===== src/hw/rtl/rsl_pkg.sv =====
`timescale 1ns / 1ps

package rsl_pkg;

    localparam int NUM_PIXELS      = 8;
    localparam int TICKS_PER_FRAME = 10;
    localparam int LEVELS          = 8;

    localparam int LOCKOUT_TICKS = 200;
    localparam int SHOW_TICKS    = 500;
    localparam int FLASH_CYCLE   = 600;
    localparam int SLOW_HALF     = 300;
    localparam int FAST_HALF     = 100;

    localparam int QUEUE_DEPTH = 2;
    localparam int QPTR_W      = (QUEUE_DEPTH > 1) ? $clog2(QUEUE_DEPTH) : 1;
    localparam int QCNT_W      = $clog2(QUEUE_DEPTH + 1);

    localparam int LEVEL_W   = $clog2(LEVELS);
    localparam int FACTOR_W  = LEVEL_W + 1;
    localparam int PIX_W     = $clog2(NUM_PIXELS);
    localparam int FDIV_W    = (TICKS_PER_FRAME > 1) ? $clog2(TICKS_PER_FRAME) : 1;
    localparam int LOCKOUT_W = 8;
    localparam int SHOW_W    = 9;
    localparam int FLASH_W   = 10;
    localparam int THR_W     = $clog2(65536 + NUM_PIXELS * 8192);

    localparam logic [2:0] CFG_RPM_START     = 3'd0;
    localparam logic [2:0] CFG_RPM_STEP      = 3'd1;
    localparam logic [2:0] CFG_COLOUR_GREEN  = 3'd2;
    localparam logic [2:0] CFG_COLOUR_ORANGE = 3'd3;
    localparam logic [2:0] CFG_COLOUR_RED    = 3'd4;

    typedef enum logic [2:0] {
        FRAME_DARK,
        FRAME_LEVEL,
        FRAME_PIX0_RED,
        FRAME_PIX0_ORANGE,
        FRAME_ALL_RED,
        FRAME_BAR
    } frame_kind_t;

    typedef struct packed {
        frame_kind_t         kind;
        logic [LEVEL_W-1:0]  level;
        logic [15:0]         rpm;
    } frame_desc_t;

    typedef struct packed {
        logic [15:0] rpm_start;
        logic [12:0] rpm_step;
        logic [23:0] colour_green;
        logic [23:0] colour_orange;
        logic [23:0] colour_red;
    } cfg_t;

    function automatic logic [23:0] scale_colour(
        input logic [23:0]         base,
        input logic [FACTOR_W-1:0] factor
    );
        logic [23:0]           res;
        logic [8+FACTOR_W-1:0] prod;
        res = '0;
        for (int c = 0; c < 3; c++)
        begin
            prod = (8 + FACTOR_W)'(base[c*8 +: 8]) * (8 + FACTOR_W)'(factor);
            res[c*8 +: 8] = (prod > (8 + FACTOR_W)'(255)) ? 8'hFF : prod[7:0];
        end
        return res;
    endfunction

endpackage


===== src/hw/rtl/rsl_front.sv =====
`timescale 1ns / 1ps

module rsl_front import rsl_pkg::*; (
    input  logic        clk,
    input  logic        rst_n,
    input  logic        in_valid,
    output logic        in_ready,
    input  logic        button_down,
    input  logic        ecu_valid,
    input  logic [15:0] engine_rpm,
    input  logic        cfg_valid,
    output logic        cfg_ready,
    input  logic [2:0]  cfg_index,
    input  logic [23:0] cfg_data,
    output cfg_t        cfg,
    output logic        q_push,
    output frame_desc_t q_push_data,
    input  logic        q_full
);

    cfg_t                 cfg_reg;
    logic [LEVEL_W-1:0]   level_reg,   level_next;
    logic [LOCKOUT_W-1:0] lockout_reg, lockout_next;
    logic [SHOW_W-1:0]    show_reg,    show_next;
    logic [FLASH_W-1:0]   flash_reg,   flash_next;
    logic [FDIV_W-1:0]    fdiv_reg,    fdiv_next;

    logic             accept;
    logic             pressed;
    logic             frame_tick;
    logic             show_frame;
    logic             slow_on;
    logic             fast_on;
    logic [THR_W-1:0] top;

    assign cfg_ready = 1'b1;
    assign cfg       = cfg_reg;

    always_ff @(posedge clk or negedge rst_n)
    begin
        if (!rst_n)
        begin
            cfg_reg.rpm_start     <= 16'd4100;
            cfg_reg.rpm_step      <= 13'd300;
            cfg_reg.colour_green  <= 24'h100000;
            cfg_reg.colour_orange <= 24'h081000;
            cfg_reg.colour_red    <= 24'h001000;
        end
        else if (cfg_valid)
        begin
            unique case (cfg_index)
                CFG_RPM_START:     cfg_reg.rpm_start     <= cfg_data[15:0];
                CFG_RPM_STEP:      cfg_reg.rpm_step      <= cfg_data[12:0];
                CFG_COLOUR_GREEN:  cfg_reg.colour_green  <= cfg_data;
                CFG_COLOUR_ORANGE: cfg_reg.colour_orange <= cfg_data;
                CFG_COLOUR_RED:    cfg_reg.colour_red    <= cfg_data;
                default:           ;
            endcase
        end
    end

    assign frame_tick = (fdiv_reg == '0);
    assign in_ready   = !frame_tick || !q_full;
    assign accept     = in_valid && in_ready;
    assign pressed    = (lockout_reg == '0) && button_down;
    assign show_frame = pressed || (show_reg != '0);
    assign slow_on    = flash_reg < FLASH_W'(SLOW_HALF);
    assign fast_on    = (flash_reg < FLASH_W'(FAST_HALF))
                     || ((flash_reg >= FLASH_W'(2 * FAST_HALF))
                         && (flash_reg < FLASH_W'(3 * FAST_HALF)))
                     || ((flash_reg >= FLASH_W'(4 * FAST_HALF))
                         && (flash_reg < FLASH_W'(5 * FAST_HALF)));
    assign top = THR_W'(cfg_reg.rpm_start)
               + THR_W'(cfg_reg.rpm_step) * THR_W'(NUM_PIXELS);

    always_comb
    begin
        level_next   = level_reg;
        lockout_next = lockout_reg;
        if (lockout_reg != '0)
        begin
            lockout_next = lockout_reg - 1'b1;
        end
        else if (button_down)
        begin
            lockout_next = LOCKOUT_W'(LOCKOUT_TICKS - 1);
            level_next   = (level_reg == LEVEL_W'(LEVELS - 1)) ? '0 : level_reg + 1'b1;
        end

        if (pressed)
        begin
            show_next = SHOW_W'(SHOW_TICKS - 1);
        end
        else if (show_reg != '0)
        begin
            show_next = show_reg - 1'b1;
        end
        else
        begin
            show_next = '0;
        end

        flash_next = (flash_reg == FLASH_W'(FLASH_CYCLE - 1)) ? '0 : flash_reg + 1'b1;
        fdiv_next  = (fdiv_reg == FDIV_W'(TICKS_PER_FRAME - 1)) ? '0 : fdiv_reg + 1'b1;
    end

    always_comb
    begin
        q_push_data.level = level_next;
        q_push_data.rpm   = engine_rpm;
        priority if (show_frame)
        begin
            q_push_data.kind = FRAME_LEVEL;
        end
        else if (!ecu_valid)
        begin
            q_push_data.kind = slow_on ? FRAME_PIX0_RED : FRAME_DARK;
        end
        else if (engine_rpm == '0)
        begin
            q_push_data.kind = slow_on ? FRAME_PIX0_ORANGE : FRAME_DARK;
        end
        else if (THR_W'(engine_rpm) >= top)
        begin
            q_push_data.kind = fast_on ? FRAME_ALL_RED : FRAME_DARK;
        end
        else
        begin
            q_push_data.kind = FRAME_BAR;
        end
    end

    assign q_push = accept && frame_tick;

    always_ff @(posedge clk or negedge rst_n)
    begin
        if (!rst_n)
        begin
            level_reg   <= '0;
            lockout_reg <= '0;
            show_reg    <= '0;
            flash_reg   <= '0;
            fdiv_reg    <= '0;
        end
        else if (accept)
        begin
            level_reg   <= level_next;
            lockout_reg <= lockout_next;
            show_reg    <= show_next;
            flash_reg   <= flash_next;
            fdiv_reg    <= fdiv_next;
        end
    end

    a_lockout_range: assert property (@(posedge clk) disable iff (!rst_n)
        lockout_reg < LOCKOUT_W'(LOCKOUT_TICKS))
        else $error("lockout counter out of range");

    a_flash_range: assert property (@(posedge clk) disable iff (!rst_n)
        flash_reg < FLASH_W'(FLASH_CYCLE))
        else $error("flash phase out of range");

    a_push_has_room: assert property (@(posedge clk) disable iff (!rst_n)
        q_push |-> !q_full)
        else $error("frame pushed into a full queue");

endmodule


===== src/hw/rtl/rsl_queue.sv =====
`timescale 1ns / 1ps

module rsl_queue import rsl_pkg::*; (
    input  logic        clk,
    input  logic        rst_n,
    input  logic        push,
    input  frame_desc_t push_data,
    output logic        full,
    output logic        pop_valid,
    output frame_desc_t pop_data,
    input  logic        pop
);

    frame_desc_t       entry_reg [QUEUE_DEPTH];
    logic [QPTR_W-1:0] wr_ptr_reg, wr_ptr_next;
    logic [QPTR_W-1:0] rd_ptr_reg, rd_ptr_next;
    logic [QCNT_W-1:0] count_reg,  count_next;
    logic              do_pop;

    assign full      = (count_reg == QCNT_W'(QUEUE_DEPTH));
    assign pop_valid = (count_reg != '0);
    assign pop_data  = entry_reg[rd_ptr_reg];
    assign do_pop    = pop && pop_valid;

    always_comb
    begin
        wr_ptr_next = wr_ptr_reg;
        rd_ptr_next = rd_ptr_reg;
        count_next  = count_reg;
        if (push)
        begin
            wr_ptr_next = (wr_ptr_reg == QPTR_W'(QUEUE_DEPTH - 1)) ? '0 : wr_ptr_reg + 1'b1;
        end
        if (do_pop)
        begin
            rd_ptr_next = (rd_ptr_reg == QPTR_W'(QUEUE_DEPTH - 1)) ? '0 : rd_ptr_reg + 1'b1;
        end
        if (push && !do_pop)
        begin
            count_next = count_reg + 1'b1;
        end
        else if (do_pop && !push)
        begin
            count_next = count_reg - 1'b1;
        end
    end

    always_ff @(posedge clk)
    begin
        if (push)
        begin
            entry_reg[wr_ptr_reg] <= push_data;
        end
    end

    always_ff @(posedge clk or negedge rst_n)
    begin
        if (!rst_n)
        begin
            wr_ptr_reg <= '0;
            rd_ptr_reg <= '0;
            count_reg  <= '0;
        end
        else
        begin
            wr_ptr_reg <= wr_ptr_next;
            rd_ptr_reg <= rd_ptr_next;
            count_reg  <= count_next;
        end
    end

    a_count_range: assert property (@(posedge clk) disable iff (!rst_n)
        count_reg <= QCNT_W'(QUEUE_DEPTH))
        else $error("queue count beyond depth");

endmodule


===== src/hw/rtl/rsl_back.sv =====
`timescale 1ns / 1ps

module rsl_back import rsl_pkg::*; (
    input  logic        clk,
    input  logic        rst_n,
    input  cfg_t        cfg,
    input  logic        q_valid,
    input  frame_desc_t q_data,
    output logic        q_pop,
    output logic        out_valid,
    input  logic        out_ready,
    output logic [2:0]  pixel_index,
    output logic [23:0] pixel_colour,
    output logic        frame_last
);

    frame_desc_t      desc_reg;
    logic             busy_reg,   busy_next;
    logic [PIX_W-1:0] pix_reg,    pix_next;
    logic [THR_W-1:0] thr_reg,    thr_next;
    logic             out_valid_reg, out_valid_next;
    logic [2:0]       index_reg;
    logic [23:0]      colour_reg;
    logic             last_reg;

    logic             adv;
    logic             last_pix;
    logic             load;
    logic             lit;
    logic [23:0]      base;
    logic [23:0]      colour;
    logic [PIX_W+3:0] pix_x8;

    assign adv      = busy_reg && (!out_valid_reg || out_ready);
    assign last_pix = (pix_reg == PIX_W'(NUM_PIXELS - 1));
    assign load     = !busy_reg || (adv && last_pix);
    assign q_pop    = load && q_valid;
    assign pix_x8   = (PIX_W + 4)'(pix_reg) << 3;

    always_comb
    begin
        if (pix_x8 < (PIX_W + 4)'(3 * NUM_PIXELS))
        begin
            base = cfg.colour_green;
        end
        else if (pix_x8 < (PIX_W + 4)'(6 * NUM_PIXELS))
        begin
            base = cfg.colour_orange;
        end
        else
        begin
            base = cfg.colour_red;
        end
        lit = 1'b0;
        unique case (desc_reg.kind)
            FRAME_DARK:
            begin
                lit = 1'b0;
            end
            FRAME_LEVEL:
            begin
                lit  = (PIX_W + LEVEL_W)'(pix_reg) <= (PIX_W + LEVEL_W)'(desc_reg.level);
                base = cfg.colour_green;
            end
            FRAME_PIX0_RED:
            begin
                lit  = (pix_reg == '0);
                base = cfg.colour_red;
            end
            FRAME_PIX0_ORANGE:
            begin
                lit  = (pix_reg == '0);
                base = cfg.colour_orange;
            end
            FRAME_ALL_RED:
            begin
                lit  = 1'b1;
                base = cfg.colour_red;
            end
            FRAME_BAR:
            begin
                lit = THR_W'(desc_reg.rpm) >= thr_reg;
            end
            default:
            begin
                lit = 1'b0;
            end
        endcase
        colour = lit ? scale_colour(base, FACTOR_W'(desc_reg.level) + 1'b1) : '0;
    end

    always_comb
    begin
        busy_next = busy_reg;
        pix_next  = pix_reg;
        thr_next  = thr_reg;
        if (load)
        begin
            busy_next = q_valid;
            pix_next  = '0;
            thr_next  = THR_W'(cfg.rpm_start);
        end
        else if (adv)
        begin
            pix_next = pix_reg + 1'b1;
            thr_next = thr_reg + THR_W'(cfg.rpm_step);
        end

        if (adv)
        begin
            out_valid_next = 1'b1;
        end
        else if (out_ready)
        begin
            out_valid_next = 1'b0;
        end
        else
        begin
            out_valid_next = out_valid_reg;
        end
    end

    always_ff @(posedge clk or negedge rst_n)
    begin
        if (!rst_n)
        begin
            busy_reg      <= 1'b0;
            out_valid_reg <= 1'b0;
        end
        else
        begin
            busy_reg      <= busy_next;
            out_valid_reg <= out_valid_next;
        end
    end

    always_ff @(posedge clk)
    begin
        pix_reg <= pix_next;
        thr_reg <= thr_next;
        if (q_pop)
        begin
            desc_reg <= q_data;
        end
        if (adv)
        begin
            index_reg  <= 3'(pix_reg);
            colour_reg <= colour;
            last_reg   <= last_pix;
        end
    end

    assign out_valid    = out_valid_reg;
    assign pixel_index  = index_reg;
    assign pixel_colour = colour_reg;
    assign frame_last   = last_reg;

    a_last_index: assert property (@(posedge clk) disable iff (!rst_n)
        (out_valid_reg && last_reg) |-> (index_reg == 3'(NUM_PIXELS - 1)))
        else $error("frame end on a pixel that is not the last one");

    a_pop_only_at_frame_end: assert property (@(posedge clk) disable iff (!rst_n)
        (q_pop && busy_reg) |-> (adv && last_pix))
        else $error("new frame taken while a frame is still in progress");

endmodule


===== src/hw/rtl/rpm_shift_light_bar.sv =====
`timescale 1ns / 1ps

// Shift-light bar: each input transfer is one 1 ms tick carrying the button level, the engine
// controller valid flag and the engine rpm. Every tenth tick, starting with the first after
// reset, the block delivers one frame of eight pixel transfers in pixel order, with frame_last
// on the final one; all other ticks deliver nothing. Ticks may follow in every cycle; only a
// frame tick waits, while the two-entry frame queue is full. The pixel generator produces one
// pixel per cycle while out_ready is high, and starts the next queued frame straight after
// the last pixel of the one before. Configuration writes are taken in every cycle and must
// only be issued while no frame is pending.
module rpm_shift_light_bar import rsl_pkg::*; (
    input  logic        clk,
    input  logic        rst_n,
    input  logic        in_valid,
    output logic        in_ready,
    input  logic        button_down,
    input  logic        ecu_valid,
    input  logic [15:0] engine_rpm,
    output logic        out_valid,
    input  logic        out_ready,
    output logic [2:0]  pixel_index,
    output logic [23:0] pixel_colour,
    output logic        frame_last,
    input  logic        cfg_valid,
    output logic        cfg_ready,
    input  logic [2:0]  cfg_index,
    input  logic [23:0] cfg_data
);

    cfg_t        cfg;
    logic        q_push;
    frame_desc_t q_push_data;
    logic        q_full;
    logic        q_valid;
    frame_desc_t q_data;
    logic        q_pop;

    rsl_front u_front (
        .clk         (clk),
        .rst_n       (rst_n),
        .in_valid    (in_valid),
        .in_ready    (in_ready),
        .button_down (button_down),
        .ecu_valid   (ecu_valid),
        .engine_rpm  (engine_rpm),
        .cfg_valid   (cfg_valid),
        .cfg_ready   (cfg_ready),
        .cfg_index   (cfg_index),
        .cfg_data    (cfg_data),
        .cfg         (cfg),
        .q_push      (q_push),
        .q_push_data (q_push_data),
        .q_full      (q_full)
    );

    rsl_queue u_queue (
        .clk       (clk),
        .rst_n     (rst_n),
        .push      (q_push),
        .push_data (q_push_data),
        .full      (q_full),
        .pop_valid (q_valid),
        .pop_data  (q_data),
        .pop       (q_pop)
    );

    rsl_back u_back (
        .clk          (clk),
        .rst_n        (rst_n),
        .cfg          (cfg),
        .q_valid      (q_valid),
        .q_data       (q_data),
        .q_pop        (q_pop),
        .out_valid    (out_valid),
        .out_ready    (out_ready),
        .pixel_index  (pixel_index),
        .pixel_colour (pixel_colour),
        .frame_last   (frame_last)
    );

endmodule

===== config.mk =====
export PLATFORM = sky130hd
export DESIGN_NAME = rpm_shift_light_bar
export DESIGN_NICKNAME = d
export VERILOG_FILES = /design/src/hw/rtl/rsl_pkg.sv /design/src/hw/rtl/rsl_front.sv /design/src/hw/rtl/rsl_queue.sv /design/src/hw/rtl/rsl_back.sv /design/src/hw/rtl/rpm_shift_light_bar.sv
export SDC_FILE = /design/constraint.sdc
export NUM_CORES = 1
export LEC_CHECK = 0
export BUFFER_PORTS_ARGS = -buffer_cell sky130_fd_sc_hd__buf_2
export CORE_MARGIN = 2
export CORE_UTILIZATION = 40
export DETAILED_ROUTE_END_ITERATION = 10
export PLACE_DENSITY_LB_ADDON = 0.3
export SKIP_CTS_REPAIR_TIMING = 1
export SLEW_MARGIN = 30
export SYNTH_ARGS = -nofsm -noshare
export SYNTH_HDL_FRONTEND = slang
export SYNTH_SLANG_ARGS = --single-unit

===== constraint.sdc =====
create_clock -name clk -period 12.7 [get_ports clk]
set_clock_uncertainty 0.2 [all_clocks]
set_input_delay 0.635 -clock clk [delete_from_list [all_inputs] [get_ports clk]]
set_output_delay 0.635 -clock clk [all_outputs]
set_load 0.05 [all_outputs]

==> flow_summary.json <==
{
  "grt_use_met3": 0.02768,
  "vias": 11460,
  "worstSetupPathType": "reg -> reg",
  "via_per_inst": 5.340,
  "htree_levels": 1,
  "fin_tns_setup_ns": 0,
  "worstSkewPairLatency_ns": 0.61,
  "final_cell_mix": "nor2_1 (152), dfrtp_1 (130), mux2_2 (125)",
  "finalCritPeriodShare": 0.4417,
  "min_path_type": "in -> reg",
  "power.density_nw_per_um2": 218.4,
  "critPathMaxStageDelay_ns": 0.62,
  "syn_area_per_cell_um2": 10.56,
  "track_usage": 0.1796,
  "final_cell_area_um2": 18100,
  "yosys_warnings": 0,
  "ctsLongestPathBuffers": 3,
  "ys.flop_type": "dfrtp_1",
  "setup_viol": 0,
  "clock.fmax_mhz": 178.3,
  "dr.pass1.iters": 5,
  "wl_per_cell_um": 17.07,
  "end_kind": "register",
  "synth-seq-cells": 255,
  "cp_max_fo": 29,
  "slowest_stage": "fa_1",
  "crit_required_ns": 12.78,
  "drc": 0,
  "period_minus_slack_ns": 5.609,
  "dp_hpwl_um": 26170,
  "rows": 73,
  "clock_sinks": 255,
  "synthesis.nets": 1733,
  "grt_pass1_vias": 11629,
  "rsz0062_at_grt": "no",
  "finish.utilization": 0.4555,
  "worstMarginPinSlew_ns": 1.056,
  "netlist_instances": 1525,
  "status": "complete, no violations",
  "grt.busiest_layer": "met2",
  "wl_um": 36630,
  "synth.distinct_cells": 76,
  "fillers": 3757,
  "vdd_drop_max_mv": 0.1449,
  "synth_edf_count": 110,
  "layout.nets": 1804,
  "cts_tree": "done",
  "hold_viol": 0,
  "synth.cell_area_um2": 16100,
  "synth-seq-area-share": 0.4300,
  "gp_congestion": 0.8445,
  "ant_nets": 0,
  "drive_gt1_frac": 0.2105,
  "grt_pass1_wl_um": 60570,
  "yosys.area.top_type_share": 0.2051,
  "worstPathCellList": "buf_4 > nor2b_1 > buf_4 > a21oi_1 > nor2_1 > a221oi_1 > or2_2 > fa_1 > fa_1 > inv_1 > ha_1 > a211oi_1 > o21bai_1 > a21oi_2 > o221ai_1 > o31a_1 > a311oi_2 > a21oi_1",
  "coreArea_um2": 39730,
  "cts.reportedPaths.clkPinSlew_ns": 0.06,
  "layout_commonest_cell": "nor2_1",
  "io_buffers": 79,
  "cap_violations": 0,
  "cp.arrival_ns": 5.69,
  "die_w_um": 204.7,
  "grt.met1_usage": 0.2396,
  "async_flop_share": 0.5529,
  "die_h_um": 204.7,
  "slew_viol_final": 0,
  "area_growth_pct": 12.38,
  "die-area_um2": 41880,
  "synth_largest_area_cell": "edfxtp_1",
  "root_buffer": "clkbuf_16",
  "cts_buffers": 30,
  "drt_iter0_markers": 531,
  "start_util": 0.4053,
  "overflow": 0,
  "antenna_found_initial": 2,
  "largest_reg_flops": 101,
  "io_pins": 81,
  "synthTopCellsByArea": "edfxtp_1 (21%), dfrtp_1 (20%), ha_1 (9.3%)",
  "slew_headroom": 0.2957,
  "grt_max_degree": 72,
  "crit_path_start_kind": "register",
  "leakagePower_nw": 7.919,
  "dpl_cell_area_um2": 17050,
  "globalRouteMet2Util": 0.3054
}
[logic make-up after synthesis]
kind of cell	Yosys count	synth area share
multiplexers	175	0.1185
buffers and inverters	172	0.04289
flip-flops	255	0.4300
adder cells (fa/ha/maj)	158	0.1405
other	1	0.0002329
AO/OA/AOI/OAI	306	0.1206
AND/OR/NAND/NOR	406	0.1191
XOR/XNOR	52	0.02828
[power breakdown]
group | internal [mW] | switching, mW | total (mW)
Combinational | 0.727 | 1.03 | 1.76
Clock | 0.508 | 0.356 | 0.864
Sequential | 1.13 | 0.192 | 1.33
Total | 2.37 | 1.58 | 3.95
[worst paths after layout]
path	startpoint	endpoint	slack (ns)	depth (start not counted)
max	u_back.desc_reg[19]	u_back.pixel_colour[9]	7.09	18
min	engine_rpm[2]	u_queue.entry_reg[1][2]	0.06	1
max reg2reg	u_back.desc_reg[19]	u_back.pixel_colour[9]	7.09	18
min reg2reg	u_front.lockout_reg[7]	u_front.lockout_reg[7]	0.28	1
max in group asynchronous	rst_n	u_front.cfg[24]	10.70	3
min in group asynchronous	rst_n	u_front.show_reg[4]	0.41	2
[per-stage QoR]
stage               worst slack, ns  hold slack (ns)  cells  total power, mW
floorplan                     7.809           0.1394   1525            2.671
global placement              7.078           0.2609   2087            3.046
detailed placement            6.890           0.2721   2087            3.093
CTS                           6.815          -0.1402   2143            3.984
global route                  6.652          0.04847   2146            4.268
finish                        7.091          0.06181   2146            3.952
[critical path, delay by kind of cell (launching register included)]
family / cells / cell delay [ns]
flip-flops: 1 / 0.32
buffers and inverters: 3 / 0.83
adder cells (fa/ha/maj): 3 / 1.42
AO/OA/AOI/OAI: 9 / 1.67
AND/OR/NAND/NOR: 3 / 0.84
[cell type report]
| type | instances | area, um^2 | area share |
|---|---|---|---|
| diodes | 1 | 2.502 | 0.0001383 |
| clock buffers | 44 | 927.1 | 0.05123 |
| clock inverters | 12 | 90.09 | 0.004978 |
| inverters | 113 | 424.2 | 0.02344 |
| multi-input cells | 1098 | 8518 | 0.4707 |
| flip-flops and latches | 255 | 6925 | 0.3826 |
| well taps | 525 | 656.9 | 0.03629 |
| repair buffers | 98 | 554.3 | 0.03063 |
[synth_stat cells (all sizes together), types with 4 or more instances]
library cell    n
a211o           5
a211oi         10
a21o           14
a21oi          93
a221oi         23
a31oi          12
buf            33
clkbuf         26
dfrtp         131
dfstp          10
dfxtp           4
edfxtp        110
fa             38
ha            120
inv           112
mux2          125
mux2i          50
nand2         107
nand2b         25
nand3          13
nand4          11
nor2          155
nor2b          10
nor3           17
nor3b           4
nor4           11
o211ai          4
o21a           10
o21ai          93
o21bai          8
o221ai          6
o31a            5
or2            31
or3             8
xnor2          24
xor2           28
[routing by layer]
metal | vias to the layer above | routed length, um
li1 | 5563 | -
met1 | 5611 | 16850
met2 | 231 | 17490
met3 | 53 | 1515
met4 | 2 | 764
met5 | - | 11
(Power assumes the default switching activity.)
